$ cat config.mk
export PLATFORM = sky130hd
export DESIGN_NAME = clipped_rect_fill_command_gen
export DESIGN_NICKNAME = d
export VERILOG_FILES = /design/src/rtl/core/crf_pkg.sv /design/src/rtl/core/crf_front.sv /design/src/rtl/core/crf_queue.sv /design/src/rtl/core/crf_seq.sv /design/src/rtl/core/clipped_rect_fill_command_gen.sv
export SDC_FILE = /design/constraint.sdc
export NUM_CORES = 1
export LEC_CHECK = 0
export BUFFER_PORTS_ARGS = -buffer_cell sky130_fd_sc_hd__buf_2
export CAP_MARGIN = 10
export CORE_MARGIN = 2
export CORE_UTILIZATION = 55
export DETAILED_ROUTE_END_ITERATION = 10
export PLACE_DENSITY_LB_ADDON = 0.08
export SYNTH_ARGS = -nofsm -noshare
export SYNTH_HDL_FRONTEND = slang
export SYNTH_SLANG_ARGS = --single-unit
$ cat constraint.sdc
create_clock -name clk -period 8 [get_ports clk]
set_input_delay 1.6 -clock clk [delete_from_list [all_inputs] [get_ports clk]]
set_output_delay 1.6 -clock clk [all_outputs]
set_load 0.1 [all_outputs]
$ cat src/rtl/core/crf_pkg.sv
// Package for the clipped rectangle fill command generator.
// Panel geometry, panel command codes, run item indexes and the queued descriptor type.
// Depends on nothing; every module in rtl/core imports it.
package crf_pkg;

  localparam int PANEL_WIDTH  = 320;
  localparam int PANEL_HEIGHT = 480;
  localparam int DIM_MAX      = (PANEL_WIDTH > PANEL_HEIGHT) ? PANEL_WIDTH : PANEL_HEIGHT;

  localparam int COORD_W = 16;
  localparam int SPAN_W  = $clog2(DIM_MAX + 1);
  localparam int PROD_W  = 2 * SPAN_W;
  localparam int COUNT_W = 18;
  localparam int SAT_W   = (PROD_W > COUNT_W) ? PROD_W : COUNT_W;
  localparam logic [COUNT_W-1:0] COUNT_MAX = '1;

  localparam int QDEPTH = 4;
  localparam int QPTR_W = $clog2(QDEPTH);
  localparam int QCNT_W = $clog2(QDEPTH + 1);

  localparam logic [7:0] CMD_COLUMN_SET = 8'h2A;
  localparam logic [7:0] CMD_ROW_SET    = 8'h2B;
  localparam logic [7:0] CMD_MEM_WRITE  = 8'h2C;

  localparam int IDX_W = 4;
  localparam logic [IDX_W-1:0] ITEM_CASET    = 4'd0;
  localparam logic [IDX_W-1:0] ITEM_X0_HI    = 4'd1;
  localparam logic [IDX_W-1:0] ITEM_X0_LO    = 4'd2;
  localparam logic [IDX_W-1:0] ITEM_X1_HI    = 4'd3;
  localparam logic [IDX_W-1:0] ITEM_X1_LO    = 4'd4;
  localparam logic [IDX_W-1:0] ITEM_PASET    = 4'd5;
  localparam logic [IDX_W-1:0] ITEM_Y0_HI    = 4'd6;
  localparam logic [IDX_W-1:0] ITEM_Y0_LO    = 4'd7;
  localparam logic [IDX_W-1:0] ITEM_Y1_HI    = 4'd8;
  localparam logic [IDX_W-1:0] ITEM_Y1_LO    = 4'd9;
  localparam logic [IDX_W-1:0] ITEM_RAMWR    = 4'd10;
  localparam logic [IDX_W-1:0] ITEM_FILL     = 4'd11;

  typedef struct packed {
    logic [COORD_W-1:0] x0;
    logic [COORD_W-1:0] x1;
    logic [COORD_W-1:0] y0;
    logic [COORD_W-1:0] y1;
    logic [15:0]        color;
    logic [COUNT_W-1:0] count;
  } crf_desc_t;

  typedef struct packed {
    logic              push;
    logic              pop;
    logic [QCNT_W-1:0] count;
  } crf_qstat_t;

endpackage

$ cat src/rtl/core/crf_front.sv
// Front end: accepts rectangle requests, clips them to the rotated display,
// computes the pixel count and pushes one descriptor per visible request.
// Depends on crf_pkg.
module crf_front import crf_pkg::*; (
  input  logic                clk,
  input  logic                rst,
  input  logic                start,
  output logic                busy,
  input  logic signed [15:0]  rect_x,
  input  logic signed [15:0]  rect_y,
  input  logic signed [15:0]  rect_width,
  input  logic signed [15:0]  rect_height,
  input  logic [15:0]         fill_color_in,
  input  logic                rotation_write,
  input  logic [1:0]          rotation_data,
  input  logic [QCNT_W-1:0]   q_count,
  output logic                push,
  output crf_desc_t           push_desc
);

  logic [1:0] rotation;

  logic signed [16:0] xs, ys, ws, hs, dw, dh, x2, y2;
  logic signed [16:0] cx0, cy0, cx1, cy1;
  logic               visible;
  logic               accept;

  logic               s1_valid;
  logic [COORD_W-1:0] s1_x0, s1_x1, s1_y0, s1_y1;
  logic [15:0]        s1_color;

  logic               s2_valid;
  crf_desc_t          s2_desc;

  logic [COORD_W-1:0] cw_full, ch_full;
  logic [SPAN_W-1:0]  cw, ch;
  logic [PROD_W-1:0]  prod;
  logic [SAT_W-1:0]   prod_ext;
  logic [COUNT_W-1:0] count_sat;
  logic [QCNT_W:0]    inflight;

  always_ff @(posedge clk) begin
    if (rst) begin
      rotation <= 2'd0;
    end else if (rotation_write) begin
      rotation <= rotation_data;
    end
  end

  // credits cover every request between accept and queue entry
  assign inflight = (QCNT_W+1)'(q_count) + (QCNT_W+1)'(s1_valid) + (QCNT_W+1)'(s2_valid);
  assign busy     = inflight >= (QCNT_W+1)'(QDEPTH);
  assign accept   = start && !busy;

  always_comb begin
    xs = {rect_x[15], rect_x};
    ys = {rect_y[15], rect_y};
    ws = {rect_width[15], rect_width};
    hs = {rect_height[15], rect_height};
    dw = rotation[0] ? 17'(PANEL_HEIGHT) : 17'(PANEL_WIDTH);
    dh = rotation[0] ? 17'(PANEL_WIDTH) : 17'(PANEL_HEIGHT);
    x2 = xs + ws - 17'sd1;
    y2 = ys + hs - 17'sd1;
    visible = !(ws <= 17'sd0 || hs <= 17'sd0 || xs >= dw || ys >= dh ||
                x2 < 17'sd0 || y2 < 17'sd0);
    cx0 = (xs < 17'sd0) ? 17'sd0 : xs;
    cy0 = (ys < 17'sd0) ? 17'sd0 : ys;
    cx1 = (x2 >= dw) ? dw - 17'sd1 : x2;
    cy1 = (y2 >= dh) ? dh - 17'sd1 : y2;
  end

  always_ff @(posedge clk) begin
    if (rst) begin
      s1_valid <= 1'b0;
    end else begin
      s1_valid <= accept && visible;
    end
  end

  always_ff @(posedge clk) begin
    s1_x0    <= cx0[COORD_W-1:0];
    s1_x1    <= cx1[COORD_W-1:0];
    s1_y0    <= cy0[COORD_W-1:0];
    s1_y1    <= cy1[COORD_W-1:0];
    s1_color <= fill_color_in;
  end

  always_comb begin
    cw_full  = s1_x1 - s1_x0 + COORD_W'(1);
    ch_full  = s1_y1 - s1_y0 + COORD_W'(1);
    cw       = cw_full[SPAN_W-1:0];
    ch       = ch_full[SPAN_W-1:0];
    prod     = PROD_W'(cw) * PROD_W'(ch);
    prod_ext = SAT_W'(prod);
    count_sat = (prod_ext > SAT_W'(COUNT_MAX)) ? COUNT_MAX : prod_ext[COUNT_W-1:0];
  end

  always_ff @(posedge clk) begin
    if (rst) begin
      s2_valid <= 1'b0;
    end else begin
      s2_valid <= s1_valid;
    end
  end

  always_ff @(posedge clk) begin
    s2_desc.x0    <= s1_x0;
    s2_desc.x1    <= s1_x1;
    s2_desc.y0    <= s1_y0;
    s2_desc.y1    <= s1_y1;
    s2_desc.color <= s1_color;
    s2_desc.count <= count_sat;
  end

  assign push      = s2_valid;
  assign push_desc = s2_desc;

endmodule

$ cat src/rtl/core/crf_queue.sv
// Short descriptor queue between the front end and the command sequencer.
// Register array with read and write pointers; depends on crf_pkg.
module crf_queue import crf_pkg::*; (
  input  logic        clk,
  input  logic        rst,
  input  logic        push,
  input  crf_desc_t   push_desc,
  input  logic        pop,
  output crf_desc_t   head,
  output crf_qstat_t  stat
);

  crf_desc_t         entries [QDEPTH];
  logic [QPTR_W-1:0] wr_ptr, rd_ptr;
  logic [QCNT_W-1:0] count;

  always_ff @(posedge clk) begin
    if (rst) begin
      wr_ptr <= '0;
      rd_ptr <= '0;
      count  <= '0;
    end else begin
      if (push) begin
        wr_ptr <= wr_ptr + QPTR_W'(1);
      end
      if (pop) begin
        rd_ptr <= rd_ptr + QPTR_W'(1);
      end
      count <= count + QCNT_W'(push) - QCNT_W'(pop);
    end
  end

  always_ff @(posedge clk) begin
    if (push) begin
      entries[wr_ptr] <= push_desc;
    end
  end

  assign head       = entries[rd_ptr];
  assign stat.push  = push;
  assign stat.pop   = pop;
  assign stat.count = count;

  a_no_overflow: assert property (@(posedge clk) disable iff (rst)
    !(push && !pop && count == QCNT_W'(QDEPTH)))
    else $error("queue push while full");

  a_no_underflow: assert property (@(posedge clk) disable iff (rst)
    pop |-> count != '0)
    else $error("queue pop while empty");

endmodule

$ cat src/rtl/core/crf_seq.sv
// Back end: pops descriptors and emits the twelve-item command run for each,
// one item per cycle, back to back across descriptors while the queue holds one. Depends on crf_pkg.
module crf_seq import crf_pkg::*; (
  input  logic               clk,
  input  logic               rst,
  input  crf_desc_t          head,
  input  crf_qstat_t         qstat,
  output logic               pop,
  output logic               result_strobe,
  output logic               is_command,
  output logic [7:0]         out_byte,
  output logic               is_fill,
  output logic [15:0]        fill_color,
  output logic [COUNT_W-1:0] fill_count,
  output logic               last
);

  logic             active;
  logic [IDX_W-1:0] idx;
  crf_desc_t        cur;
  logic             at_end;

  assign at_end = active && idx == ITEM_FILL;
  assign pop    = qstat.count != '0 && (!active || idx == ITEM_FILL);

  always_ff @(posedge clk) begin
    if (rst) begin
      active <= 1'b0;
      idx    <= ITEM_CASET;
    end else if (pop) begin
      active <= 1'b1;
      idx    <= ITEM_CASET;
    end else if (at_end) begin
      active <= 1'b0;
    end else if (active) begin
      idx <= idx + IDX_W'(1);
    end
  end

  always_ff @(posedge clk) begin
    if (pop) begin
      cur <= head;
    end
  end

  always_comb begin
    is_command = 1'b0;
    out_byte   = 8'h00;
    is_fill    = 1'b0;
    fill_color = 16'h0000;
    fill_count = '0;
    last       = 1'b0;
    if (active) begin
      unique case (idx)
        ITEM_CASET: begin
          is_command = 1'b1;
          out_byte   = CMD_COLUMN_SET;
        end
        ITEM_X0_HI: out_byte = cur.x0[15:8];
        ITEM_X0_LO: out_byte = cur.x0[7:0];
        ITEM_X1_HI: out_byte = cur.x1[15:8];
        ITEM_X1_LO: out_byte = cur.x1[7:0];
        ITEM_PASET: begin
          is_command = 1'b1;
          out_byte   = CMD_ROW_SET;
        end
        ITEM_Y0_HI: out_byte = cur.y0[15:8];
        ITEM_Y0_LO: out_byte = cur.y0[7:0];
        ITEM_Y1_HI: out_byte = cur.y1[15:8];
        ITEM_Y1_LO: out_byte = cur.y1[7:0];
        ITEM_RAMWR: begin
          is_command = 1'b1;
          out_byte   = CMD_MEM_WRITE;
        end
        ITEM_FILL: begin
          is_fill    = 1'b1;
          fill_color = cur.color;
          fill_count = cur.count;
          last       = 1'b1;
        end
        default: out_byte = 8'h00;
      endcase
    end
  end

  assign result_strobe = active;

  a_run_continues: assert property (@(posedge clk) disable iff (rst)
    active && idx != ITEM_FILL |=> active && idx == $past(idx) + IDX_W'(1))
    else $error("command run cut short");

  a_run_ends: assert property (@(posedge clk) disable iff (rst)
    at_end && !pop |=> !active)
    else $error("sequencer kept running past the fill item");

  a_idx_range: assert property (@(posedge clk) disable iff (rst)
    active |-> idx <= ITEM_FILL)
    else $error("item index out of range");

endmodule

$ cat src/rtl/core/clipped_rect_fill_command_gen.sv
// Clipped rectangle fill command generator, top level.
// Joins the front end, the descriptor queue and the command sequencer.
// Depends on crf_pkg, crf_front, crf_queue, crf_seq.
//
// Usage:
//   A request (rect_x, rect_y, rect_width, rect_height, fill_color_in) is
//   taken at a clock edge with start high and busy low. A visible request
//   produces twelve results: column-set command and four bytes, row-set
//   command and four bytes, memory-write command, then the fill item with
//   color and pixel count (last high). Requests that are empty or fully off
//   the display produce nothing.
//   Each result is valid for one cycle while result_strobe is high; the
//   receiver cannot stall, so results always leave at one per cycle.
//   The first result follows the accepting edge through the two front
//   stages, the queue and the sequencer's descriptor register. The sequencer
//   emits one item per cycle; runs follow each other without gaps while the
//   queue holds a descriptor. busy rises once four requests are between accept
//   and the sequencer, so short bursts are absorbed.
//   rotation is written with rotation_write/rotation_data; the user must do so while idle, unenforced.
//   Reset (rst, synchronous) empties the pipeline and queue, sets rotation 0.
module clipped_rect_fill_command_gen import crf_pkg::*; (
  input  logic               clk,
  input  logic               rst,
  input  logic               start,
  output logic               busy,
  input  logic signed [15:0] rect_x,
  input  logic signed [15:0] rect_y,
  input  logic signed [15:0] rect_width,
  input  logic signed [15:0] rect_height,
  input  logic [15:0]        fill_color_in,
  input  logic               rotation_write,
  input  logic [1:0]         rotation_data,
  output logic               result_strobe,
  output logic               is_command,
  output logic [7:0]         out_byte,
  output logic               is_fill,
  output logic [15:0]        fill_color,
  output logic [COUNT_W-1:0] fill_count,
  output logic               last
);

  logic       push;
  logic       pop;
  crf_desc_t  push_desc;
  crf_desc_t  head;
  crf_qstat_t qstat;

  crf_front u_front (
    .clk            (clk),
    .rst            (rst),
    .start          (start),
    .busy           (busy),
    .rect_x         (rect_x),
    .rect_y         (rect_y),
    .rect_width     (rect_width),
    .rect_height    (rect_height),
    .fill_color_in  (fill_color_in),
    .rotation_write (rotation_write),
    .rotation_data  (rotation_data),
    .q_count        (qstat.count),
    .push           (push),
    .push_desc      (push_desc)
  );

  crf_queue u_queue (
    .clk       (clk),
    .rst       (rst),
    .push      (push),
    .push_desc (push_desc),
    .pop       (pop),
    .head      (head),
    .stat      (qstat)
  );

  crf_seq u_seq (
    .clk           (clk),
    .rst           (rst),
    .head          (head),
    .qstat         (qstat),
    .pop           (pop),
    .result_strobe (result_strobe),
    .is_command    (is_command),
    .out_byte      (out_byte),
    .is_fill       (is_fill),
    .fill_color    (fill_color),
    .fill_count    (fill_count),
    .last          (last)
  );

endmodule
== Yosys cells after proc, flatten, opt, wreduce, memory -nomap -nowiden ==
Memories as Yosys holds them, arrays and structs flattened. A register that Yosys moved wholly into a read port is not among the register bits.
Index checks and enable logic that the tools add are counted.

* Bits in registers: 193
* Memory bits (writable): 392
* Memories kept: 1
* Input port bits: 86
* Logic and storage cells: 99
* Output and inout bits: 47

* Equality and inequality tests: 11
* Add/subtract/negate cells: 17
* $mul: 1
* Reductions and logical operators: 19
* Muxes and demuxes: 18
* Magnitude comparators: 12
* Bitwise gates (word level): 1

{| class="wikitable"
|+ Memories
! name !! depth !! width !! read ports !! clocked after memory_dff !! wr ports !! line !! source
|-
| u_queue.entries || 4 || 98 || 1 || 1 || 1 || crf_queue.sv:13 || <nowiki>crf_desc_t entries [QDEPTH];</nowiki>
|}

{| class="wikitable"
|+ Operators with widths
! cell !! count
|-
| 8-bit one-hot mux with 11 select lines || 1
|-
| 16-bit 2-to-1 mux || 4
|-
| 18-bit 2-to-1 mux || 2
|-
| 16-bit by 16-bit adder with 17-bit output || 2
|-
| 17-bit by 10-bit >= comparator with 1-bit output || 2
|-
| 17-bit by 1-bit less-than comparator with 1-bit output (second input constant) || 2
|-
| 17-bit by 2-bit subtractor with 17-bit output (second input constant) || 2
|-
| 16-bit by 10-bit >= comparator with 1-bit output || 2
|-
| 16-bit by 1-bit less-or-equal comparator with 1-bit output (second input constant) || 2
|-
| 16-bit by 1-bit less-than comparator with 1-bit output (second input constant) || 2
|-
| 16-bit by 2-bit subtractor with 16-bit output (second input constant) || 2
|-
| 8-bit 2-to-1 mux || 3
|-
| 9-bit by 1-bit adder with 9-bit output (second input constant) || 2
|-
| 18-bit greater-than comparator (second input constant) || 1
|-
| 9-bit by 9-bit multiplier with 18-bit output || 1
|-
| 9-bit subtractor || 2
|-
| 4-bit by 3-bit equality test with 1-bit output (second input constant) || 4
|-
| 4-bit equality test (second input constant) || 4
|-
| 4-bit by 2-bit equality test with 1-bit output (second input constant) || 2
|-
| 1-bit 2-to-1 mux || 8
|-
| 1-bit logical OR || 6
|-
| 2-bit by 1-bit adder with 2-bit output (second input constant) || 2
|-
| 3-bit by 1-bit adder with 4-bit output || 1
|-
| 4-bit by 1-bit adder with 4-bit output || 1
|-
| other kinds (14) || 19
|}

== Longest topological paths before layout ==
Gate-level depths: netlist of the first run.

* Word-level depth: 8
* Depth in mapped cells: 28
* Depth with buffers taken out: 28

== By module ==
A second synthesis of the first run with hierarchy kept.

* Cell total of the unflattened synthesis: 1,906
* Area total of the unflattened synthesis: 28,924.0 sq um

{| class="wikitable"
|+ Modules (own cells, without submodules)
! module !! area each (sq um) !! cells an instance !! seq. area each (sq um) !! instances
|-
| crf_queue || 14,569.0 || 554 || 11,951.5 || 1
|-
| crf_front || 10,132.2 || 1,078 || 3,623.5 || 1
|-
| crf_seq || 4,222.8 || 274 || 3,042.9 || 1
|}

== Worst setup path before layout of the first run ==
OpenSTA, ideal clock, no wires.

* Kind: reg2reg
* Start point: reg u_seq.idx[1]
* End point: reg u_queue.count[2]
* Library setup time: 128 ps
* Arrival time: 7,414 ps
* Required time: 7,872 ps
* Period minus slack after synthesis: 7,541 ps
* Setup slack: 459 ps
* Stages on the path, launching flop included: 12
* Path through: dfxtp_1 -> ha_1 -> clkbuf_1 -> nand2_1 -> a21oi_1 -> ha_1 -> inv_1 -> ha_1 -> inv_1 -> fa_1 -> xnor2_1 -> nor2_1

* Word-level cells in the longest chain between the ends: 4

{| class="wikitable"
|+ Ends and longest elaborated chain
! element !! line !! source
|-
| start: declaration || crf_seq.sv:19 || <nowiki>logic [IDX_W-1:0] idx;</nowiki>
|-
| start signal: assignment || crf_seq.sv:36 || <nowiki>idx <= idx + IDX_W'(1);</nowiki>
|-
| 4-bit equality test || crf_seq.sv:24 || <nowiki>assign pop = qstat.count != '0 && (!active || idx == ITEM_FILL);</nowiki>
|-
| 1-bit logical OR || crf_seq.sv:24 ||
|-
| 1-bit logical AND || crf_seq.sv:24 ||
|-
| named net pop || clipped_rect_fill_command_gen.sv:43 || <nowiki>logic pop;</nowiki>
|-
| 3-bit by 1-bit subtractor with 3-bit output || crf_queue.sv:29 || <nowiki>count <= count + QCNT_W'(push) - QCNT_W'(pop);</nowiki>
|-
| end signal: assignment || crf_queue.sv:29 ||
|-
| end: declaration || crf_queue.sv:15 || <nowiki>logic [QCNT_W-1:0] count;</nowiki>
|}

The timed path passes the listed nets, and every way through them passes these cells.
A chain may end at the register's enable or synchronous reset.

== Worst setup path after layout of the first run ==
* Start point: reg u_front.s1_x0[2]
* End point: reg u_front.s2_desc, in the netlist u_front.push_desc[14]

* Word-level cells in the longest chain between the ends: 4

{| class="wikitable"
|+ Ends and longest elaborated chain
! element !! line !! source
|-
| start: declaration || crf_front.sv:29 || <nowiki>logic [COORD_W-1:0] s1_x0, s1_x1, s1_y0, s1_y1;</nowiki>
|-
| start signal: assignment || crf_front.sv:81 || <nowiki>s1_x0 <= cx0[COORD_W-1:0];</nowiki>
|-
| 9-bit subtractor (*) || crf_front.sv:89 || <nowiki>cw_full = s1_x1 - s1_x0 + COORD_W'(1);</nowiki>
|-
| 9-bit by 1-bit adder with 9-bit output (*) || crf_front.sv:89 ||
|-
| 9-bit by 9-bit multiplier with 18-bit output (*) || crf_front.sv:93 || <nowiki>prod = PROD_W'(cw) * PROD_W'(ch);</nowiki>
|-
| 18-bit greater-than comparator || crf_front.sv:95 || <nowiki>count_sat = (prod_ext > SAT_W'(COUNT_MAX)) ? COUNT_MAX : prod_ext[COUNT_W-1:0];</nowiki>
|-
| end: declaration || crf_front.sv:33 || <nowiki>crf_desc_t s2_desc;</nowiki>
|}

Every way passes the cells marked *; elsewhere a longest branch is shown, timed or not.

==> impl_metrics.ini, run 1 <==
[status]
status = complete, no violations

[detailed_routing]
vias = 15110
drt-initial-drc-count = 1098
dr.pass1.iters = 6
drtAntennaViolNets = 0
routed_wl_mm = 55.11
drcViolationCount = 0
vias_per_cell = 5.428
wl_per_cell_um = 19.80

[grt]
overflow = 0
grt_usage_pct = 20.97
grt_max_degree = 56
grt_antenna_before_repair = 2
grt_pass1_wl_mm = 84.59
grt_pass1_vias = 14990

[die]
start_util_pct = 55.59
coreArea_um2 = 51300
die_y_um = 231.7
rows = 83
chipWidth_um = 231.7
die-area_um2 = 53690
ios = 133

[timing]
max_freq_ghz = 0.1529
fin_crit_ns = 6.542
finClkSkew_ns = 0.01559
drv_slew = 0
rsz0062_at_grt = false
maxSlewHeadroom_pct = 17.30
setup_viol = 0
finalSetupTns_ns = 0
tightest_slew_ns = 1.231
hold_slack_ns = 0.3257
hold_violations = 0
period_share_pct = 81.77

[setup_path]
arrival_ns = 7.07
worst-path-max-fanout = 9
cp-end-kind = flip-flop
crit_path_start_kind = flip-flop
cp_data_required_time_ns = 8.53
critical_path_class = reg -> reg

[yosys]
ys.flop_type = edfxtp_1
ys_seq_area_share_pct = 65.14
syn_area_per_cell_um2 = 15.11
postSynth.asyncResetShare_pct = 0
synth_area_um2 = 28520
synth_top_area_share_pct = 51.59
ys_warn_count = 0
synthTopCellsByArea = edfxtp_1 52%, dfxtp_1 14%, mux4_2 7.7%, ha_1 6.6%, fa_1 3.9%
ys_ff_latch = 683
synth.largest_area_cell = edfxtp_1
synth_edf_count = 490
yosysUniqueCellTypes = 68
syn_inst = 1887

[final_layout]
syn_to_final_growth_pct = 13.02
final_cells = 2784
layout-drive-gt1-share_pct = 17.40
design_area_um2 = 32230
nets = 2337

[clock_network]
h-tree-depth = 3
path_clk_slew_ns = 0.06
cts_buffers = 69
cts_resized = 0
cts_hold_buffers = 0
numClockSinks = 683
clk_path_buf_depth = 3
cts_tree = done
cts-root-buf = clkbuf_16
insertion_delay_ns = 0.60
cts_setup_buffers = 0

[placement]
routabilityCongestion = 0.8921
numPortBuffers = 131
dp.cells = 2655
placed_cell_area_um2 = 29930
dp_hpwl_mm = 36.62

[hold_path]
hold_class = reg -> reg

[job]
drv_cap = 0
worst paths after layout:
kind                                               to  cells after the start  slack [ns]               from
worst min register to register  u_front.push_desc[63]                      0        0.33  u_front.s1_y0[13]
worst max register to register  u_front.push_desc[14]                     25        1.46   u_front.s1_x0[2]
worst max-delay path            u_front.push_desc[14]                     25        1.46   u_front.s1_x0[2]
worst min-delay path            u_front.push_desc[63]                      0        0.33  u_front.s1_y0[13]
registers in the layout (all words and copies together) (netlist names):
name                 count
u_front.s1_x0           16
u_queue.entries        392
u_seq.idx                4
u_front.s1_y0           16
u_front.s1_valid         1
u_front.rotation         1
u_front.push             1
u_front.push_desc       98
u_seq.cur               98
u_queue.wr_ptr           2
u_front.s1_x1           16
u_front.s1_color        16
u_front.s1_y1           16
u_queue.rd_ptr           2
u_seq.result_strobe      1
u_queue.count            3
cell usage after synthesis (22+ instances only):
master and number:
nand2_1 65, inv_1 243, xor2_1 24, mux4_2 98
a21oi_1 55, clkbuf_1 43, ha_1 150, fa_1 55
edfxtp_1 490, xnor2_1 45, o21ai_0 22, nor2_1 126
dfxtp_1 193, and2_1 45
cell type report:
type | count | area [um^2]
tap | 680 | 850.8
multi-input combinational | 905 | 8828
sequential | 683 | 18590
timing repair buffer | 144 | 753.2
fill | 3833 | 19070
inverter | 243 | 912.1
clock buffer | 95 | 1911
antenna | 1 | 2.502
clock inverter | 33 | 387.9
critical path: stages (launching register included):
cell	delay [ns]
dfxtp_1	0.33
inv_1	0.05
ha_1	0.29
ha_1	0.30
a21o_1	0.18
a21oi_1	0.31
o21bai_1	0.10
a21oi_1	0.31
o21ai_0	0.17
xnor2_1	0.59
nand2b_1	0.21
fa_1	0.42
inv_1	0.09
fa_1	0.44
fa_1	0.49
inv_1	0.05
fa_1	0.52
inv_1	0.04
ha_1	0.32
inv_1	0.06
o21bai_1	0.07
a21oi_1	0.27
o21ai_0	0.29
a21o_1	0.24
a21oi_1	0.17
xnor2_1	0.13
per-layer routing:
| layer | wire length (um) | vias up | track usage, % |
|---|---|---|---|
| li1 | - | 7112 | - |
| met1 | 26050 | 7518 | 31.34 |
| met2 | 25210 | 411 | 32.43 |
| met3 | 2922 | 70 | 3.107 |
| met4 | 929 | 0 | 5.769 |
| met5 | 0 | - | 0 |
metrics by stage:
step / util (%) / setup WS [ns]
2_1_floorplan: - / 0.4588
3_3_place_gp: 58.34 / 1.599
3_5_place_dp: 58.34 / 1.512
4_1_cts: 62.82 / 1.479
5_1_grt: 62.82 / 1.115
6_report: 62.83 / 1.458
cell families (layout without fill, tap and decap cells):
kind of cell | Yosys count | after routing | share of synthesized area, %
simple gates | 333 | 333 | 5.598
compound gates | 189 | 189 | 4.629
flops | 683 | 683 | 65.14
mux | 107 | 107 | 8.068
xor+xnor | 69 | 69 | 2.119
buf+inv | 300 | 515 | 3.988
other cells | 1 | 3 | 0.01315
fa+ha+maj | 205 | 205 | 10.44
cell usage in the layout (no fill, tap or decap), types with 13 or more instances in the layout:
cell type / count
mux4_2: 98
nand2b_1: 20
buf_2: 131
dfxtp_1: 191
nand2_1: 65
and2_1: 41
edfxtp_1: 490
xor2_1: 24
xnor2_1: 45
a21oi_1: 54
o21ai_0: 22
ha_1: 150
inv_1: 243
nor3_1: 17
a21o_1: 17
clkbuf_16: 71
clkbuf_1: 19
fa_1: 55
buf_4: 13
nor2_1: 126
Power of run 1 is not shown: default switching activity piles up to over one toggle a cycle in this logic, so the estimate is an artifact.
==> run 2, diff against run 1 <==
Clock period 8 ns to 5.4 ns, I/O delays scaled along.
==> run 2 against run 1 <==
Worst hold slack worse by 0.0037 ns. Cell area rose by 3.8%. The run now ends with negative setup slack left. First-iteration DRC count rose by 3.6%. Flip-flop and latch count is the same. Worst setup slack got worse by 1.6 ns. Non-clock buffer count grew 101. Via count is 2.6% higher. Cell count rose by 3.6%. Critical path type unchanged.
==> impl_metrics.ini, run 2 (synthesis results as in run 1) <==
[status]
status = finished with violations
violations = negative setup slack

[detailed_routing]
drcViolationCount = 0
drt-initial-drc-count = 1137
vias = 15500
routed_wl_mm = 55.46
drtAntennaViolNets = 0
vias_per_cell = 5.374
wl_per_cell_um = 19.23
dr.pass1.iters = 5

[clock_network]
cts_buffers = 69
clk_path_buf_depth = 3
numClockSinks = 683
cts_tree = done
path_clk_slew_ns = 0.06
h-tree-depth = 3
cts-root-buf = clkbuf_16
cts_hold_buffers = 0
insertion_delay_ns = 0.60

[timing]
setup_ws_ns = -0.1892
setup_viol = 6
finalSetupTns_ns = -0.8781
finClkSkew_ns = 0.02445
max_freq_ghz = 0.1789
fin_crit_ns = 5.589
maxSlewHeadroom_pct = 17.68
tightest_slew_ns = 1.225
period_share_pct = 103.5
rsz0062_at_grt = true
hold_violations = 0
drv_slew = 0

[final_layout]
antenna_cells = 0
layout_commonest_cell = edfxtp_1
layout_common_cells = 490 x edfxtp_1, 229 x inv_1, 187 x dfxtp_1, 134 x ha_1, 131 x buf_2
fill_cells = 3722
layout-drive-gt1-share_pct = 25.27
top_register = u_queue.entries
syn_to_final_growth_pct = 17.30
final_cells = 2884
multiInputGateArea_um2 = 9271
largest_register_ff_count = 392
nets = 2438
register_area_um2 = 18590

[setup_path]
worstReg2RegStart = u_front.s1_x1[1]
slowest_delay_ns = 0.54
cpMostUsedCell = inv_2
cp_data_required_time_ns = 5.88
arrival_ns = 6.07
worst-path-max-fanout = 3
cp-end-kind = flip-flop
critical_path_class = reg -> reg
slowest_stage = fa_1
r2r-end = u_front.push_desc[15]
worst_r2r_path_depth = 28
crit_path_start_kind = flip-flop
reg2reg_setup_slack_ns = -0.19

[die]
ios = 133
start_util_pct = 55.59
die-area_um2 = 53690
chipWidth_um = 231.7
die_y_um = 231.7
coreArea_um2 = 51300
rows = 83

[grt]
grt_pass1_wl_mm = 85.58
grt_max_degree = 102
grt_pass1_vias = 15510
grt_usage_pct = 21.07
overflow = 0
grt_antenna_before_repair = 4

[hold_path]
hold_class = reg -> reg
holdCritStartpoint = u_front.s1_color[8]
min_to = u_front.push_desc[26]
min_path_cells = 0

[placement]
dp.cells = 2742
routabilityCongestion = 0.8798
dp_slack_ns = -0.4352
dp_hpwl_mm = 36.93
numPortBuffers = 131

[job]
drv_cap = 0
==> run 2: how the worst max path moves through the flow <==
stage | start | to | slack [ns]
2_1_floorplan | u_front.s1_x1[1] | u_front.push_desc[17] | -0.20
3_3_place_gp | u_front.s1_x1[1] | u_front.push_desc[17] | -0.42
3_5_place_dp | u_front.s1_y0[2] | u_front.push_desc[17] | -0.44
4_1_cts | u_front.s1_x1[1] | u_front.push_desc[13] | -0.22
5_1_grt | u_front.s1_x1[1] | u_front.push_desc[17] | -0.43
6_report | u_front.s1_x1[1] | u_front.push_desc[15] | -0.19
==> run 2: layout make-up <==
type	instances	area share, %
sequential	683	55.57
multi-input combinational	905	27.71
clock buffer	91	5.801
timing repair buffer	245	4.683
inverter	243	2.734
tap	680	2.543
clock inverter	37	0.9537
==> run 2: metal layers <==
layer	global-route usage, %	wire (um)
met5	0	0
met1	31.82	26230
met2	32.56	25620
met4	5.349	799
met3	2.972	2810
==> run 2: per-stage QoR <==
stage	util (%)	hold slack [ns]	instance area [um^2]
floorplan	-	0.3096	28640
global route	65.21	0.3301	33450
finish	65.21	0.3220	33450
CTS	64.93	0.3253	33310
global placement	59.88	0.3096	30720
detailed placement	59.88	0.3121	30720
==> run 2: critical path: cells and delay by family, from the launching register on <==
family                   cells  cell delay [ns]
XOR/XNOR                     2             0.33
flip-flops                   1             0.33
AO/OA/AOI/OAI                8             1.18
buffers and inverters        8             0.46
AND/OR/NAND/NOR              2             0.21
adder cells (fa/ha/maj)      8             2.95
==> run 2: repair_timing <==
item,4_1_cts,5_1_grt
buffers inserted,11,3
cloned,0,0
resized for setup,50,26
pin swaps,49,36
setup endpoints to repair,8,8
Power of run 2 is left out for the same reason.
==> run 3, diff against run 2 <==
Settings changed: CELL_PAD_IN_SITES_DETAIL_PLACEMENT set to 0, CELL_PAD_IN_SITES_GLOBAL_PLACEMENT set to 2, CORE_UTILIZATION 55 to 49, TNS_END_PERCENT set to 1.
Clock period 5.4 ns to 7.2 ns, I/O delays scaled along.
==> run 3 against run 2 <==
The run now ends clean. Count of clock-buffer cells in the layout is 2 higher. Sequential share of layout area increased by 1.6 points. Worst hold slack worse by 0.0056 ns. Fmax fell by 15%. Flip-flop and latch count stayed put. Worst setup slack gained 0.80 ns.
==> impl_metrics.ini, run 3 (synthesis results as in run 1) <==
[status]
status = complete, no violations

[final_layout]
layout-drive-gt1-share_pct = 18.15
nets = 2343
design_area_um2 = 32500
top_register = u_queue.entries
fill_cells = 4653
largest_register_ff_count = 392
final_util_pct = 56.44
layout_common_cells = 490 x edfxtp_1, 243 x inv_1, 191 x dfxtp_1, 150 x ha_1, 131 x buf_2
antenna_cells = 0
syn_to_final_growth_pct = 13.96
layout_commonest_cell = edfxtp_1

[grt]
grt_max_degree = 77
grt_antenna_before_repair = 6
overflow = 0
grt_pass1_vias = 15570
grt_pass1_wl_mm = 90.63
grt_usage_pct = 20.03

[setup_path]
cp_data_required_time_ns = 7.70
cp-end-kind = flip-flop
worst_r2r_path_depth = 23
arrival_ns = 7.09
slowest_delay_ns = 0.55
worst-path-max-fanout = 8
critical_path_class = reg -> reg
crit_path_start_kind = flip-flop
r2r-end = u_front.push_desc[17]
cp_cell_sequence = inv_1 -> ha_1 -> ha_1 -> a21o_1 -> a21oi_1 -> o21bai_1 -> a21oi_1 -> o21ai_0 -> xnor2_1 -> buf_4 -> nor2_1 -> fa_1 -> fa_1 -> fa_1 -> inv_1 -> fa_1 -> inv_1 -> ha_1 -> a21oi_1 -> a21bo_2 -> a41oi_1 -> a221o_1 -> xnor2_1
cpMostUsedCell = fa_1
slowest_stage = fa_1
reg2reg_setup_slack_ns = 0.61
worstReg2RegStart = u_front.s1_y0[2]

[timing]
period_share_pct = 91.49
rsz0062_at_grt = false
finalSetupTns_ns = 0
setup_viol = 0
drv_slew = 0
maxSlewHeadroom_pct = 24.71
tightest_slew_ns = 1.121
max_freq_ghz = 0.1518
finClkSkew_ns = 0.02063
hold_violations = 0
fin_crit_ns = 6.588

[clock_network]
clk_path_buf_depth = 3
numClockSinks = 683
h-tree-depth = 3
insertion_delay_ns = 0.60
cts_resized = 0
cts_tree = done
cts_hold_buffers = 0
cts_setup_buffers = 0
cts-root-buf = clkbuf_16
cts_buffers = 71
path_clk_slew_ns = 0.06

[detailed_routing]
routed_wl_mm = 58.46
drtAntennaViolNets = 0
vias_per_cell = 5.246
vias = 15080
drt-initial-drc-count = 980
drcViolationCount = 0
wl_per_cell_um = 20.33
dr.pass1.iters = 7

[hold_path]
min_path_cells = 0
min_to = u_front.push_desc[22]
hold_class = reg -> reg
holdCritStartpoint = u_front.s1_color[4]

[die]
ios = 133
die_y_um = 245.3
chipWidth_um = 245.3
coreArea_um2 = 57590
start_util_pct = 49.52
die-area_um2 = 60150
rows = 88

[job]
drv_cap = 0

[placement]
routabilityCongestion = 0.8393
placed_cell_area_um2 = 30080
numPortBuffers = 131
dp_hpwl_mm = 39.47
-- run 3: how the worst max path moves through the flow --
stage	endpoint	start	slack, ns
final	u_front.push_desc[17]	u_front.s1_y0[2]	0.61
after global routing	u_front.push_desc[14]	u_front.s1_x0[2]	0.12
after CTS	u_front.push_desc[14]	u_front.s1_x0[2]	0.55
after detailed placement	u_front.push_desc[14]	u_front.s1_x0[2]	0.58
after global placement	u_front.push_desc[14]	u_front.s1_x0[2]	0.60
after floorplan	u_front.push_desc[14]	u_front.s1_y1[1]	1.32
-- run 3: per-layer routing --
layer	vias to the layer above	track usage [%]	share of wire (%)
li1	7117	-	-
met1	7574	29.58	48
met2	324	31.33	47
met3	67	2.624	4.1
met4	0	5.631	1.8
met5	-	0	0
-- run 3: final cells by class --
type	count	area (um^2)	share of cell area, %
Multi-Input combinational cell	905	8828	27.17
Clock inverter	38	395.4	1.217
Inverter	243	912.1	2.807
Sequential cell	683	18590	57.19
Clock buffer	93	2024	6.229
Tap cell	765	957.2	2.945
Timing Repair Buffer	148	795.8	2.449
-- run 3: metrics by stage --
step,setup slack (ns),hold WS [ns],cells
global placement,0.6036,0.3103,2744
finish,0.6125,0.3164,2875
CTS,0.5460,0.3186,2875
floorplan,1.317,0.3096,1888
global route,0.1236,0.3224,2875
detailed placement,0.5824,0.3121,2744
-- run 3: critical path: cells and delay by family (launching register included) --
family          cells  cell delay, ns
flops               1            0.33
buf+inv             4            0.41
compound gates      9            2.02
fa+ha+maj           7            3.09
simple gates        1            0.07
xor+xnor            2            0.58
Power of run 3 is left out for the same reason.
